===== config.mk =====
export PLATFORM = sky130hd
export DESIGN_NAME = mtsd_mul
export DESIGN_NICKNAME = d
export VERILOG_FILES = /design/src/hdl/mtsd_mul.sv
export SDC_FILE = /design/constraint.sdc
export NUM_CORES = 2
export LEC_CHECK = 0
export BUFFER_PORTS_ARGS = -buffer_cell sky130_fd_sc_hd__buf_2
export CAP_MARGIN = 40
export CORE_AREA = 2 2 356 358
export DETAILED_ROUTE_END_ITERATION = 10
export DIE_AREA = 0 0 358 360
export SYNTH_ARGS = -nofsm -noshare
export SYNTH_HDL_FRONTEND = slang
export SYNTH_SLANG_ARGS = --single-unit

===== constraint.sdc =====
create_clock -name clk -period 6.9 [get_ports clk]
set_input_delay 0.345 -clock clk [delete_from_list [all_inputs] [get_ports clk]]
set_output_delay 0.345 -clock clk [all_outputs]
set_load 0.03 [all_outputs]

===== src/hdl/mtsd_mul.sv =====
// Shared signed 32x32 multiplier with registered product.
`default_nettype none
module mtsd_mul (
	input  logic               clk,
	input  logic signed [31:0] a,
	input  logic signed [31:0] b,
	output logic signed [63:0] p
);
	logic signed [63:0] p_q;

	always_ff @(posedge clk) begin
		p_q <= a * b;
	end

	assign p = p_q;
endmodule
`default_nettype wire


# Yosys cells after proc, flatten, opt, wreduce, memory -nomap -nowiden
# Cells that the tools add are included.
# totals
in_bits,65
wordCells,2
out_inout_bits,64
regBits,64
# classes
multipliers,1
# ops
cell,n
$mul A32 B32 Y64,1

# Longest topological paths before layout
# logic_depth
ltp_word,1
depth_mapped,28
depth_no_buf,27

# Worst setup path after synthesis
# OpenSTA, ideal clock, no wires.
# synth_timing
path_kind,in2reg
start,input b[2]
end,register p_q[62] (netlist: p[62])
stages,24
t_arrival_ns,7.534
n_path_buf,1
t_required_ns,6.828
setup_ns,0.072
path_slack_ns,-0.706
cell_sequence,clkbuf_1 nand2_1 inv_1 fa_1 fa_1 fa_1 fa_1 inv_1 fa_1 inv_1 fa_1 inv_1 fa_1 inv_1 fa_1 ha_1 and3_1 nand2_1 or3_1 o22a_1 o211ai_1 a31oi_1 o31ai_1 xor2_1
# synth_between
elab_chain_cells,1
# synth_lines
item,line,rtl
from (decl),6,"input logic signed [31:0] b,"
$mul A32 B32 Y64,12,p_q <= a * b;
to (signal assigned),12,
to (decl),9,logic signed [63:0] p_q;
# Every way passes these cells.

# Final worst setup path
# Ends and elaborated chain as after synthesis.

==> out/results.env <==
STATUS='finished, violations left'
FAILED_CHECKS='setup timing'
SYNTH_TOP_FAMILY_BY_AREA='adder cells'
POSTROUTEWIRELENGTH_UM=107900
SYNTHXORXNORAREAFRAC=0.01764
SYNTH.FF_LATCH_COUNT=64
SYNTH_COMPOUND_AREA_FRAC=0.03464
FINALWORSTPATHREQUIREDPERIOD_NS=7.284
CTS_INSERTED_BUFFERS=9
ENDPOINT_KIND='flop'
FMAXACHIEVABLE_GHz=0.1373
SYNTH-ASYNC-RESET-RATIO=0
AREA.GROWTH.SYNTH_TO_FINAL_PCT=23.22
YS.FLOP_TYPE='dfxtp_1'
DRC=0
DRIVE_GT1_FRAC=0.2022
FLOORPLAN.IO_PINS=129
RATIO_OF_FINAL_MINIMUM_PERIOD_TO_CLOCK_PERIOD=1.056
CTS.CLK_SLEW.WORST_PATHS_NS=0.08
DRT_FIRST_ITER_VIOLATIONS=1316
CRIT_TYPE='in2reg'
VIAS_PER_CELL=4.500
WORST_HOLD_CLASS='in2reg'
CTSROOTBUFFERMASTER='clkbuf_16'
SYNTH_ADDER_AREA_SHARE=0.6434
DETAILED_PLACE_HPWL_UM=93670
LARGEST_REG_FLOPS=64
SYNTH_SIMPLE_GATE_AREA_FRAC=0.1537
PLACE_CONGESTION=0.8685
SYNTH_MUX_AREA_FRAC=0
ROUTE.ANTENNA.REMAINING_NETS=0
SYNTH_ENABLE_FLOP_CELLS=0
NUM-NETS-FINAL=5675
TOPROUTINGLAYERUSED='met5'
SETUP_SLACK_NS=-0.3841
INITIAL_UTILIZATION=0.2981
BUFFER_PORTS.INSERTED=128
WIRELENGTH_MET1_UM=42770
GRT_USE_TOTAL=0.1740
SYNTH_NETS=5215
CLOCK_TREE.BUFFER_DEPTH=2
CRITICAL_PATH_ARRIVAL_NS=7.67
NUMBER_OF_GLOBAL_ROUTE_VIAS_BEFORE_REPAIR=30276
HOLD_VIOL=0
GRT_FIRST_PASS_WIRELENGTH_UM=171500
COUNT_OF_CLOCK_TREE_SINKS=64
GRT_ANTENNA_BEFORE_REPAIR=11
WL_MET3_UM=4594
SYN_INST_COUNT=3884
DETAILROUTE.VIA_COUNT=27012
DIEAREA_UM2=128900
SLEW-LIMIT-HEADROOM=0.6198
SYNTH_AREA_UM2=37240
LARGEST_NET_DEGREE_AT_THE_START_OF_GLOBAL_ROUTING=25
CHIPHEIGHT_UM=360
PLACEMENT_ROWS=130
CHIPWIDTH_UM=358
CP_MAX_FO=14
FINALSETUPVIOLATIONS=9
CLOCK_TREE.HTREE_LEVEL_COUNT=3
SYN-MEAN-INSTANCE-AREA_UM2=9.589
CORE_REGION_AREA_UM2=124900
MET2_LENGTH_UM=57070
SYNTHESIS.YOSYS.WARNINGS=0
CRITPATHLAUNCHTYPE='input pin'
PIN_SLEW_WITH_THE_LEAST_HEADROOM_TO_ITS_LIMIT_NS=0.5697
CTSHOLDBUFFERS=0
GRT-OVFL-TOTAL=0
FIN_WORST_HOLD_SLACK_NS=0.5421
FINALMAXSLEWVIOLATIONS=0
DR.PASS1.ITERS=5
DRV.MAX_CAP_VIOLATION_COUNT=0
WORST_EP_REQUIRED_TIME_NS=7.28
ROUTE.DETAILED.WL_PER_INST_UM=17.97
GRT_SETUP_UNREPAIRED='true'
POST_SYNTH_CELL_TYPES=63
TOTAL_NEGATIVE_SLACK_NS=-2.144
SEQ_AREA_FRAC_SYNTH=0.03440
TRITONCTS='yes'
critical path: stages:
cell and delay (ns):
buf_12 0.13, buf_12 0.15, nand2_4 0.07, inv_2 0.04, fa_1 0.48, fa_1 0.59, fa_2 0.55, fa_2 0.62
clkinvlp_4 0.21, fa_1 0.57, inv_1 0.05, fa_1 0.53, inv_1 0.06, fa_1 0.49, inv_2 0.04, fa_1 0.52
ha_4 0.29, and3_4 0.19, nand2_4 0.06, or3_4 0.33, o211ai_1 0.34, buf_4 0.22, buf_12 0.10, a31oi_4 0.07
o31ai_2 0.20, buf_4 0.19, xor2_2 0.16
what timing repair did:
action	4_1_cts	5_1_grt
setup buffers	30	36
setup endpoints to repair	30	29
gates cloned	5	5
pin swaps	86	169
gates resized for setup	188	212
hold endpoints to repair	0	0
layout by cell type, fill, tap and decap left out, types with 23 or more instances in the layout:
master,instances
fa_2,31
nor2_1,36
buf_4,429
ha_1,159
buf_12,50
inv_1,929
dfxtp_1,64
a21oi_1,45
and2_1,508
nand2_1,497
buf_2,80
buf_6,54
xnor2_1,47
fa_1,1051
ha_4,25
a21o_1,23
cells by family (layout without fill, tap and decap cells):
logic type	Yosys count	after routing
buffers and inverters	1152	1616
AOI/OAI and AO/OA	193	193
DFF	64	64
and+or+nand+nor	1134	1134
other	0	5
adders and majority gates	1266	1266
xor gates and xnor gates	75	75
per-stage QoR:
stage | cells | utilization | worst slack [ns] | cell area [µm²]
2_1_floorplan | 3884 | - | -0.4288 | 37470
3_3_place_gp | 5918 | 0.3460 | -1.193 | 43220
3_5_place_dp | 5918 | 0.3460 | -1.231 | 43220
4_1_cts | 5968 | 0.3578 | -0.3895 | 44690
5_1_grt | 5999 | 0.3673 | -0.5544 | 45880
6_report | 6003 | 0.3673 | -0.3841 | 45890
metal layers:
metal  vias to the layer above  track usage
met5                         -            0
met4                        10      0.05136
met3                       124      0.02504
met2                       529       0.3100
met1                     14386       0.2164
li1                      11963            -
area by class of cell:
type / count / area [µm²]
Antenna cell: 5 / 12.51
Clock buffer: 11 / 232.7
Clock inverter: 4 / 70.07
Fill cell: 12464 / 79030
Inverter: 952 / 3581
Multi-Input combinational cell: 2668 / 32830
Sequential cell: 64 / 1281
Tap cell: 1650 / 2064
Timing Repair Buffer: 648 / 5811
Timing Repair inverter: 1 / 5.005
Yosys cell counts (9+ instances only):
master,number,area (µm²)
dfxtp_1,64,1281
o21bai_1,15,112.6
a21oi_1,68,340.3
xnor2_1,53,464.2
a21o_1,23,172.7
and2_1,516,3228
fa_1,1082,21660
clkbuf_1,195,732.0
ha_1,184,2302
nand2_1,511,1918
nand3_1,15,75.07
nand2b_1,9,56.30
nor2_1,42,157.7
inv_1,952,3573
o21ai_0,28,140.1
xor2_1,22,192.7
a31oi_1,12,75.07
final timing paths:
check                       end  startpoint  slack (ns)  cells past startpoint
hold / removal     p[0]$_DFF_P_        b[0]        0.54                      4
setup / recovery  p[62]$_DFF_P_        b[2]       -0.38                     27
Power is not shown: default switching activity piles up to over one toggle a cycle in this logic, so the estimate is an artifact.
