## config.mk

```make
export PLATFORM = sky130hd
export DESIGN_NAME = mtsd_cordic
export DESIGN_NICKNAME = d
export VERILOG_FILES = /design/src/hdl/mtsd_pkg.sv /design/src/hdl/mtsd_cordic.sv
export SDC_FILE = /design/constraint.sdc
export NUM_CORES = 1
export LEC_CHECK = 0
export BUFFER_PORTS_ARGS = -buffer_cell sky130_fd_sc_hd__buf_4
export CORE_ASPECT_RATIO = 1.5
export CORE_MARGIN = 2
export CORE_UTILIZATION = 44
export DETAILED_ROUTE_END_ITERATION = 10
export GPL_ROUTABILITY_DRIVEN = 0
export PLACE_DENSITY = 0.61
export SLEW_MARGIN = 10
export SYNTH_ARGS = -nofsm -noshare
export SYNTH_HDL_FRONTEND = slang
export SYNTH_SLANG_ARGS = --single-unit
```

## constraint.sdc

```tcl
create_clock -name clk -period 6.9 [get_ports clk]
set_clock_uncertainty 0.1 [all_clocks]
set_input_delay 1.38 -clock clk [delete_from_list [all_inputs] [get_ports clk]]
set_output_delay 1.38 -clock clk [all_outputs]
set_load 0.03 [all_outputs]
```

## src/hdl/mtsd_pkg.sv

```systemverilog
// Package: shared types, fixed-point constants, arctangent table and saturation helpers.
`default_nettype none
package mtsd_pkg;

	localparam int ANGLE_FRAC_BITS = 12;
	localparam int ASIN_ITERATIONS = 16;

	localparam logic signed [63:0] PI_Q30 = 64'sd3373259426;
	localparam logic signed [31:0] CH_PI =
		32'((PI_Q30 + (64'sd1 <<< (29 - ANGLE_FRAC_BITS))) >>> (30 - ANGLE_FRAC_BITS));
	localparam logic signed [31:0] CH_PI_2 =
		32'((PI_Q30 + (64'sd1 <<< (30 - ANGLE_FRAC_BITS))) >>> (31 - ANGLE_FRAC_BITS));
	localparam logic signed [31:0] CH_2PI =
		32'((PI_Q30 + (64'sd1 <<< (28 - ANGLE_FRAC_BITS))) >>> (29 - ANGLE_FRAC_BITS));

	localparam int ROOT_W    = 29;
	localparam int SQ_W      = 2 * ROOT_W;
	localparam int CX_W      = 34;
	localparam int CZ_W      = 33;
	localparam int ITER_W    = $clog2(ASIN_ITERATIONS + 1);
	localparam int ATAN_IDX_W = 5;
	localparam int CFG_IDX_W = 3;

	localparam logic signed [15:0] SIN_POS_ONE = 16'sd16384;
	localparam logic signed [15:0] SIN_NEG_ONE = -16'sd16384;

	localparam logic [CFG_IDX_W-1:0] REG_SPRING_K      = 3'd0;
	localparam logic [CFG_IDX_W-1:0] REG_DAMPING_R     = 3'd1;
	localparam logic [CFG_IDX_W-1:0] REG_PRELOAD       = 3'd2;
	localparam logic [CFG_IDX_W-1:0] REG_REST_ANGLE    = 3'd3;
	localparam logic [CFG_IDX_W-1:0] REG_AUTO_REST     = 3'd4;
	localparam logic [CFG_IDX_W-1:0] REG_INITIAL_TURNS = 3'd5;

	typedef struct packed {
		logic signed [15:0] sine_val;
		logic signed [15:0] cosine_val;
		logic signed [23:0] angle_rate;
	} sample_t;

	typedef struct packed {
		logic signed [47:0] torque;
		logic signed [31:0] total_angle;
		logic signed [31:0] deformation;
		logic signed [15:0] turn_count_out;
	} result_t;

	// atan(2^-i) in Q.30
	function automatic logic [29:0] atan_q30(input logic [ATAN_IDX_W-1:0] idx);
		unique case (idx)
			5'd0:  return 30'd843314857;
			5'd1:  return 30'd497837829;
			5'd2:  return 30'd263043836;
			5'd3:  return 30'd133525158;
			5'd4:  return 30'd67021686;
			5'd5:  return 30'd33543515;
			5'd6:  return 30'd16775850;
			5'd7:  return 30'd8388437;
			5'd8:  return 30'd4194282;
			5'd9:  return 30'd2097149;
			5'd10: return 30'd1048575;
			5'd11: return 30'd524287;
			5'd12: return 30'd262143;
			5'd13: return 30'd131071;
			5'd14: return 30'd65535;
			5'd15: return 30'd32767;
			5'd16: return 30'd16383;
			5'd17: return 30'd8191;
			5'd18: return 30'd4095;
			5'd19: return 30'd2047;
			5'd20: return 30'd1023;
			5'd21: return 30'd511;
			5'd22: return 30'd255;
			5'd23: return 30'd127;
			default: return 30'd0;
		endcase
	endfunction

	function automatic logic signed [31:0] sat32(input logic signed [63:0] v);
		if (v > 64'sd2147483647) begin
			return 32'sh7fffffff;
		end else if (v < -64'sd2147483648) begin
			return 32'sh80000000;
		end else begin
			return v[31:0];
		end
	endfunction

	function automatic logic signed [47:0] sat48(input logic signed [63:0] v);
		if (v > 64'sd140737488355327) begin
			return 48'sh7fffffffffff;
		end else if (v < -64'sd140737488355328) begin
			return 48'sh800000000000;
		end else begin
			return v[47:0];
		end
	endfunction

endpackage
`default_nettype wire

```

## src/hdl/mtsd_cordic.sv

```systemverilog
// Iterative CORDIC vectoring unit: one rotation step per cycle, accumulates the angle.
`default_nettype none
module mtsd_cordic (
	input  logic                             clk,
	input  logic                             arst_n,
	input  logic                             start,
	input  logic [mtsd_pkg::ROOT_W-1:0]      x0,
	input  logic signed [15:0]               sine,
	output logic                             done,
	output logic signed [mtsd_pkg::CZ_W-1:0] z
);
	import mtsd_pkg::*;

	logic signed [CX_W-1:0] x_q, y_q, dx, dy;
	logic signed [CZ_W-1:0] z_q, da;
	logic [ITER_W-1:0]      iter_q;
	logic                   busy_q, done_q;

	assign dx = y_q >>> iter_q;
	assign dy = x_q >>> iter_q;
	assign da = $signed({3'b000, atan_q30(ATAN_IDX_W'(iter_q))});

	always_ff @(posedge clk or negedge arst_n) begin
		if (!arst_n) begin
			busy_q <= 1'b0;
			done_q <= 1'b0;
		end else begin
			done_q <= 1'b0;
			if (start) begin
				busy_q <= 1'b1;
			end else if (busy_q && iter_q == ITER_W'(ASIN_ITERATIONS - 1)) begin
				busy_q <= 1'b0;
				done_q <= 1'b1;
			end
		end
	end

	always_ff @(posedge clk) begin
		if (start) begin
			x_q    <= $signed(CX_W'(x0));
			y_q    <= CX_W'(sine) <<< 14;
			z_q    <= '0;
			iter_q <= '0;
		end else if (busy_q) begin
			if (y_q >= 0) begin
				x_q <= x_q + dx;
				y_q <= y_q - dy;
				z_q <= z_q + da;
			end else begin
				x_q <= x_q - dx;
				y_q <= y_q + dy;
				z_q <= z_q - da;
			end
			iter_q <= iter_q + 1'b1;
		end
	end

	assign done = done_q;
	assign z    = z_q;
endmodule
`default_nettype wire

```

Word level (Yosys, flattened, before mapping)
Memories as Yosys holds them, arrays and structs flattened. A register that Yosys moved wholly into a read port is not among the register bits.
Index checks and enable logic that the tools add are counted.
{ "totals": {"reg_bits": 108, "latchBits": 0, "mem_bits_rw": 0, "romBits": 960, "input_bits": 48, "mem_count": 1} }
{ "mem_list": {"columns": ["memory", "depth", "width", "rd", "rd_ports_with_merged_regs", "wr", "line_no", "source"], "rows": [
  ["(no name shown)", 32, 30, 1, 1, 0, "mtsd_pkg.sv:49", "unique case (idx)"]
]} }
{ "op_classes": {"add_sub_neg": 7, "mul": 0, "div": 0, "magnitude_cmp": 1, "eq_ne": 1, "n_shift": 2, "mux": 13, "bitwise": 0, "reduce_logical": 3} }
{ "ops": {"columns": ["op", "count"], "rows": [
  ["$mux W34", 4],
  ["$add A34 B34 Y34", 2],
  ["$sshr A34 B5 Y34", 2],
  ["$sub A34 B34 Y34", 2],
  ["$mux W29", 2],
  ["$ge A34 B1 Y1 const B", 1],
  ["$add A33 B31 Y33", 1],
  ["$mux W33", 1],
  ["$sub A33 B31 Y33", 1],
  ["$mux W5", 2],
  ["$add A5 B1 Y5 const B", 1],
  ["$eq A5 B4 Y1 const B", 1],
  ["$mux W1", 4],
  ["$reduce_bool A2 Y1", 2],
  ["$logic_and A1 B1 Y1", 1]
]} }

Longest topological paths before layout
Gate-level depths: netlist (run 1).
{ "logic_depth": {"word_depth": 5, "ltp_mapped": 28, "mapped_depth_nobuf": 23} }

Least setup slack after synthesis (run 1)
No wires, ideal clock.
{ "synth_timing": {"path_type": "reg2reg", "start": "register iter_q[1]", "end": "register x_q[33]", "arrival_ns": 5.813, "slack_ns": 0.927, "stages_incl_launch_ff": 27, "path_buffers": 5, "cell_sequence": "dfxtp_1 > buf_6 > buf_6 > buf_6 > buf_6 > buf_4 > mux4_2 > mux4_2 > mux2i_1 > ha_1 > o211ai_1 > nand4b_1 > or2_2 > nand2b_1 > o31ai_1 > xor2_1 > nor2_1 > ha_1 > a211o_1 > a2111oi_0 > o31ai_1 > a31o_2 > a221o_1 > a31oi_1 > o31ai_1 > a311o_1 > nand2_1"} }
{ "synth_between": {"elab_chain_len": 3, "elab_cells_between_ends": 4, "cone_classes": "2 x add/sub; 1 x shift; 1 x mux"} }
{ "synth_lines": {"columns": ["element", "line_no", "source"], "rows": [
  ["start: declaration", "mtsd_cordic.sv:16", "logic [ITER_W-1:0] iter_q;"],
  ["start signal: assignment", "mtsd_cordic.sv:54", "iter_q <= iter_q + 1'b1;"],
  ["$sshr A34 B5 Y34 *", "mtsd_cordic.sv:19", "assign dx = y_q >>> iter_q;"],
  ["$sub A34 B34 Y34 or $add A34 B34 Y34 (tied branches)", "mtsd_cordic.sv:50, mtsd_cordic.sv:46", null],
  ["$mux W34 *", "mtsd_cordic.sv:45", "if (y_q >= 0) begin"],
  ["end signal: assignment", "mtsd_cordic.sv:40", "x_q <= $signed(CX_W'(x0));"],
  ["end signal: assignment", "mtsd_cordic.sv:46", "x_q <= x_q + dx;"],
  ["end signal: assignment", "mtsd_cordic.sv:50", "x_q <= x_q - dx;"],
  ["end: declaration", "mtsd_cordic.sv:14", "logic signed [CX_W-1:0] x_q, y_q, dx, dy;"]
]} }
Every way passes the cells marked *; elsewhere a longest branch is shown, timed or not.
A chain may end at the register's enable or synchronous reset.

Worst setup path in the final report (run 1)
Ends and elaborated chain as after synthesis.

==> results of run 1 <==
cell type report:
cell class / count / area [sq um] / area share [%]
Clock inverter: 12 / 148.9 / 0.7838
Clock buffer: 20 / 467.9 / 2.463
Multi-Input combinational cell: 1668 / 12980 / 68.33
Inverter: 57 / 214.0 / 1.126
Sequential cell: 138 / 3278 / 17.26
Tap cell: 495 / 619.3 / 3.260
Timing Repair Buffer: 160 / 1289 / 6.784
cells by family (layout without fill, tap and decap cells):
family	Yosys count	count (layout)	share of synthesized area, %
adders and majority gates	114	114	8.480
buffers and inverters	180	249	4.943
muxes	219	219	20.18
and+or+nand+nor	559	559	15.33
AOI/OAI and AO/OA	606	606	23.25
xor gates and xnor gates	170	170	8.714
DFF	138	138	19.10
sequential cells by signal, summed over array words and instances (netlist names):
| register | flops |
|---|---|
| da | 30 |
| done | 1 |
| iter_q | 5 |
| y_q | 34 |
| z | 33 |
| busy_q | 1 |
| x_q | 34 |
Yosys cell counts, types with 29 or more instances:
| cell type | count | area (sq um) |
|---|---|---|
| nand2_1 | 199 | 747.0 |
| nor2_1 | 159 | 596.8 |
| o21ai_0 | 157 | 785.8 |
| a21oi_1 | 140 | 700.7 |
| ha_1 | 111 | 1389 |
| xnor2_1 | 108 | 945.9 |
| mux4_2 | 94 | 2117 |
| mux2i_1 | 90 | 900.9 |
| dfxtp_1 | 87 | 1742 |
| clkbuf_1 | 70 | 262.8 |
| xor2_1 | 62 | 543.0 |
| inv_1 | 55 | 206.5 |
| a21o_1 | 50 | 375.4 |
| edfxtp_1 | 49 | 1471 |
| mux2_2 | 31 | 349.1 |
| o31ai_1 | 29 | 217.7 |
through the flow:
step	setup slack (ns)	hold WS, ns	instances	setup TNS, ns
finish	0.3589	0.3868	2550	0
global route	-0.0004237	0.4314	2550	-0.0004237
CTS	0.2722	0.3916	2539	0
detailed placement	0.3188	0.3822	2507	0
global placement	0.4134	0.3734	2507	0
floorplan	0.9266	0.3657	1986	0
routing by layer:
metal | global-route usage, % | vias up | wire length (um) | part of all wire (%)
met5 | 0 | - | 0 | 0
met3 | 6.510 | 297 | 4514 | 7.3
li1 | - | 7611 | - | -
met1 | 31.79 | 8074 | 21190 | 34
met4 | 22.58 | 0 | 5760 | 9.3
met2 | 52.47 | 905 | 30490 | 49
worst min-delay path: cells and delay by family, from the launching register on:
family / cells / cell delay, ns
AND/OR/NAND/NOR: 1 / 0.05
flip-flops: 1 / 0.33
AO/OA/AOI/OAI: 1 / 0.06
final timing paths:
path,endpoint,from
min in group asynchronous,busy_q,arst_n
setup / recovery,x_q[33],iter_q[1]
hold / removal,z[31],z[31]
setup reg to reg,x_q[33],iter_q[1]
hold reg to reg,z[31],z[31]
max in group asynchronous,busy_q,arst_n
==> flow_summary_export.csv, run 1 <==
group,metric,value,unit
status,status,"finished clean",
synth,synth_warnings,0,
final_layout,mostFrequentLayoutCell,"nand2_1",
sta,max_freq,152.9,MHz
final_layout,diodes,0,
route,firstDrtPassIters,6,
clock_tree,tritoncts,"yes",
synth,ys_types,93,
clock_tree,cts_inserted_buffers,17,
clock_tree,cts-resized-gates,0,
setup_path,critical_path.slowest_cell,"mux4_1",
sta,hold_viol_final,0,
route,ant_nets,0,
setup_path,critPathKind,"flop to flop",
final_layout,nets,2204,
synth,async_flop_share,1.449,%
sta,relSlewSlack,25.15,%
synth,syn_area,17090,sq um
route,wirelength,61.96,mm
synth,synth_enable_flop_cells,49,
die,core,38430,sq um
setup_path,path_buf_inv,0,
clock_tree,htreeDepth,4,
hold_path,hold_class,"flop to flop",
synth,syn_nets,2148,
place,place_area,18240,sq um
hold_path,holdPathStages,2,
synth,synth-seq-cells,138,
die,ioPinCount,82,
die,dieArea,40460,sq um
clock_tree,cts_root_buffer,"clkbuf_16",
clock_tree,cts_buffer_depth,2,
final_layout,final_cell_mix,"199 x nand2_1, 159 x nor2_1, 157 x o21ai_0",
final_layout,fin_area,19000,sq um
die,rows,88,
grt,antenna_found_initial,0,
sta,worst_pin_slew,1.119,ns
die,die_y,245.3,um
sta,post-route-period-util,94.80,%
setup_path,crit_required,7.20,ns
place,dp_hpwl,45.61,mm
setup_path,crit_chain,"mux4_1 -> mux2i_1 -> mux2i_1 -> a221o_1 -> or4_1 -> nor4b_4 -> nand2b_1 -> o31ai_1 -> xor2_1 -> ha_1 -> a21o_1 -> a21o_1 -> a21oi_1 -> and2_1 -> o21ai_0 -> a221o_1 -> a31oi_1 -> o31ai_1 -> a311o_1 -> nand2_1",
final_layout,drive_above_1_share,17.91,%
die,start_util,44.46,%
grt,grt_max_degree,83,
final_layout,utilization,49.44,%
setup_path,cpPeakStageDelay,0.63,ns
synth,syn_area_per_cell,8.603,sq um
clock_tree,clkTransAtPathRegs,0.07,ns
clock_tree,post_cts_buffers,0,
final_layout,area_growth,11.18,%
place,io_buffers,81,
synth,ys_seq_area_share,19.10,%
grt,grt_pass1_vias,16530,
setup_path,crit_fanout,16,
clock_tree,cts-hold-fix-buffers,0,
grt,grt.total_usage,30.26,%
grt,grt_overflow,0,
setup_path,start_kind,"flop",
route,vias_per_cell,6.622,
synth,synth_cells,1986,
route,via_count,16887,
final_layout,fillers,3716,
setup_path,rrSetupSlack,0.36,ns
synth,synth_ff_type,"dfxtp_1",
route,drc,0,
setup_path,end_kind,"flop",
clock_tree,numClockSinks,138,
route,avgRoutedWirePerCell,24.30,um
grt,grt_pass1_wl,93.47,mm
setup_path,crit_cells,20,
route,detail_route.iter0.violations,1376,
job,cap_violations,0,
setup_path,cpLargestDelayFamily,"compound AO/OA/AOI/OAI gates",
setup_path,crit_arrival,6.84,ns
die,dieWidth,164.9,um
setup_path,reg2regPathDepth,20,
sta,min_period,6.541,ns
sta,final_max_slew_viol_count,0,
sta,setup_viol,0,
clock_tree,clk_latency,0.46,ns
Power of run 1 is not shown: default switching activity piles up to over one toggle a cycle in this logic, so the estimate is an artifact.
==> run 2: changes to the inputs <==
RECOVER_POWER = 100   (was default)
==> run 2 against run 1 <==
Against the previous run:
- the flow now finishes with violations (max-capacitance violations, max-slew violations)
- critical endpoint unchanged
- register-to-register slack worse by 0.03 ns
- utilization is 0.35 points lower
- final area shrank 0.71%
- fmax shrank 0.39%
- highest routed layer unchanged
- worst setup slack worse by 0.026 ns
- largest cell class unchanged
==> flow_summary_export.csv, run 2 (synthesis gave the netlist of run 1 again) <==
group,metric,value,unit
status,status,"complete, but fails checks",
status,violations,"max-capacitance violations, max-slew violations",
grt,grt_pass1_vias,16530,
sta,setup_tns,0,ns
job,cap_violations,1,
setup_path,critPathKind,"flop to flop",
die,dieArea,40460,sq um
sta,worst_pin_slew,1.871,ns
die,rows,88,
place,placedCellCount,2507,
die,start_util,44.46,%
final_layout,fillers,3751,
setup_path,end_kind,"flop",
route,wl_met3,4.640,mm
clock_tree,cts_inserted_buffers,17,
route,vias_per_cell,6.577,
hold_path,hold_class,"flop to flop",
route,avgRoutedWirePerCell,24.23,um
sta,hold_viol_final,0,
clock_tree,post_cts_buffers,0,
route,drc,0,
route,highest_layer,"met4",
final_layout,diodes,0,
sta,final_max_slew_viol_count,40,
setup_path,crit_required,7.20,ns
clock_tree,clk_latency,0.46,ns
die,ioPinCount,82,
route,ant_nets,0,
final_layout,drive_above_1_share,15.96,%
setup_path,crit_arrival,6.87,ns
die,dieWidth,164.9,um
final_layout,area_growth,10.39,%
clock_tree,numClockSinks,138,
die,core,38430,sq um
route,drt-met1-wl,21.00,mm
clock_tree,cts-hold-fix-buffers,0,
final_layout,nets,2204,
clock_tree,cts_buffer_depth,2,
clock_tree,clkTransAtPathRegs,0.07,ns
place,io_buffers,81,
final_layout,mostFrequentLayoutCell,"nand2_1",
route,detail_route.iter0.violations,1414,
clock_tree,htreeDepth,4,
grt,grt_max_degree,83,
place,place_area,18240,sq um
sta,min_period,6.567,ns
place,dp_hpwl,45.61,mm
grt,grt_overflow,0,
route,via_count,16771,
final_layout,utilization,49.09,%
grt,grt_pass1_wl,93.47,mm
route,wl_met2,30.46,mm
final_layout,final_cell_mix,"199 x nand2_1, 159 x nor2_1, 157 x o21ai_0",
clock_tree,tritoncts,"yes",
route,wirelength,61.79,mm
sta,relSlewSlack,-24.75,%
sta,setup_viol,0,
setup_path,crit_fanout,16,
route,firstDrtPassIters,6,
clock_tree,cts_root_buffer,"clkbuf_16",
grt,grt.total_usage,30.26,%
clock_tree,cts-resized-gates,0,
grt,antenna_found_initial,0,
final_layout,stdcell_count,2550,
sta,post-route-period-util,95.17,%
setup_path,start_kind,"flop",
sta,max_freq,152.3,MHz
die,die_y,245.3,um
final_layout,fin_area,18860,sq um
run 2: changes by cell type in the layout (fill, tap and decap cells not counted):
| cell | before | now |
|---|---|---|
| clkbuf_1 | 1 | 37 |
| inv_1 | 54 | 55 |
| buf_4 | 154 | 118 |
| or2_0 | 0 | 3 |
| or2_2 | 16 | 13 |
| inv_2 | 1 | 0 |
run 2: final timing paths:
check	from	endpoint	slack [ns]	cells past startpoint
hold / removal	z[31]	z[31]	0.38	2
setup reg to reg	iter_q[1]	x_q[33]	0.33	20
max in group asynchronous	arst_n	busy_q	5.97	1
min in group asynchronous	arst_n	done	0.59	1
setup / recovery	iter_q[1]	x_q[33]	0.33	20
hold reg to reg	z[31]	z[31]	0.38	2
run 2: layer usage:
metal | vias up | track usage, %
met5 | - | 0
met4 | 0 | 22.58
met3 | 281 | 6.510
met2 | 892 | 52.47
met1 | 7992 | 31.79
li1 | 7606 | -
run 2: final cells by class:
| type | instances | area (sq um) | area share [%] |
|---|---|---|---|
| clock buffers | 20 | 467.9 | 2.481 |
| clock inverters | 12 | 148.9 | 0.7894 |
| inverters | 57 | 214.0 | 1.134 |
| multi-input cells | 1668 | 12980 | 68.82 |
| flip-flops and latches | 138 | 3278 | 17.38 |
| well taps | 495 | 619.3 | 3.284 |
| repair buffers | 160 | 1154 | 6.116 |
run 2: worst max-delay path, stage by stage (launching register included):
cell      delay, ns
dfxtp_4        0.55
mux4_1         0.63
mux2i_1        0.37
mux2i_1        0.30
a221o_1        0.47
or4_1          0.63
nor4b_4        0.36
nand2b_1       0.13
o31ai_1        0.35
xor2_1         0.31
ha_1           0.34
a21o_1         0.20
a21o_1         0.20
a21oi_1        0.16
and2_1         0.13
o21ai_0        0.07
a221o_1        0.38
a31oi_1        0.23
o31ai_1        0.14
a311o_1        0.36
nand2_1        0.06
run 2: stage by stage:
stage	setup WS [ns]	hold slack, ns
3_3_place_gp	0.4134	0.3734
5_1_grt	-0.0004423	0.4290
4_1_cts	0.2722	0.3916
3_5_place_dp	0.3188	0.3822
2_1_floorplan	0.9266	0.3657
6_report	0.3332	0.3815
Power of run 2 is left out for the same reason.
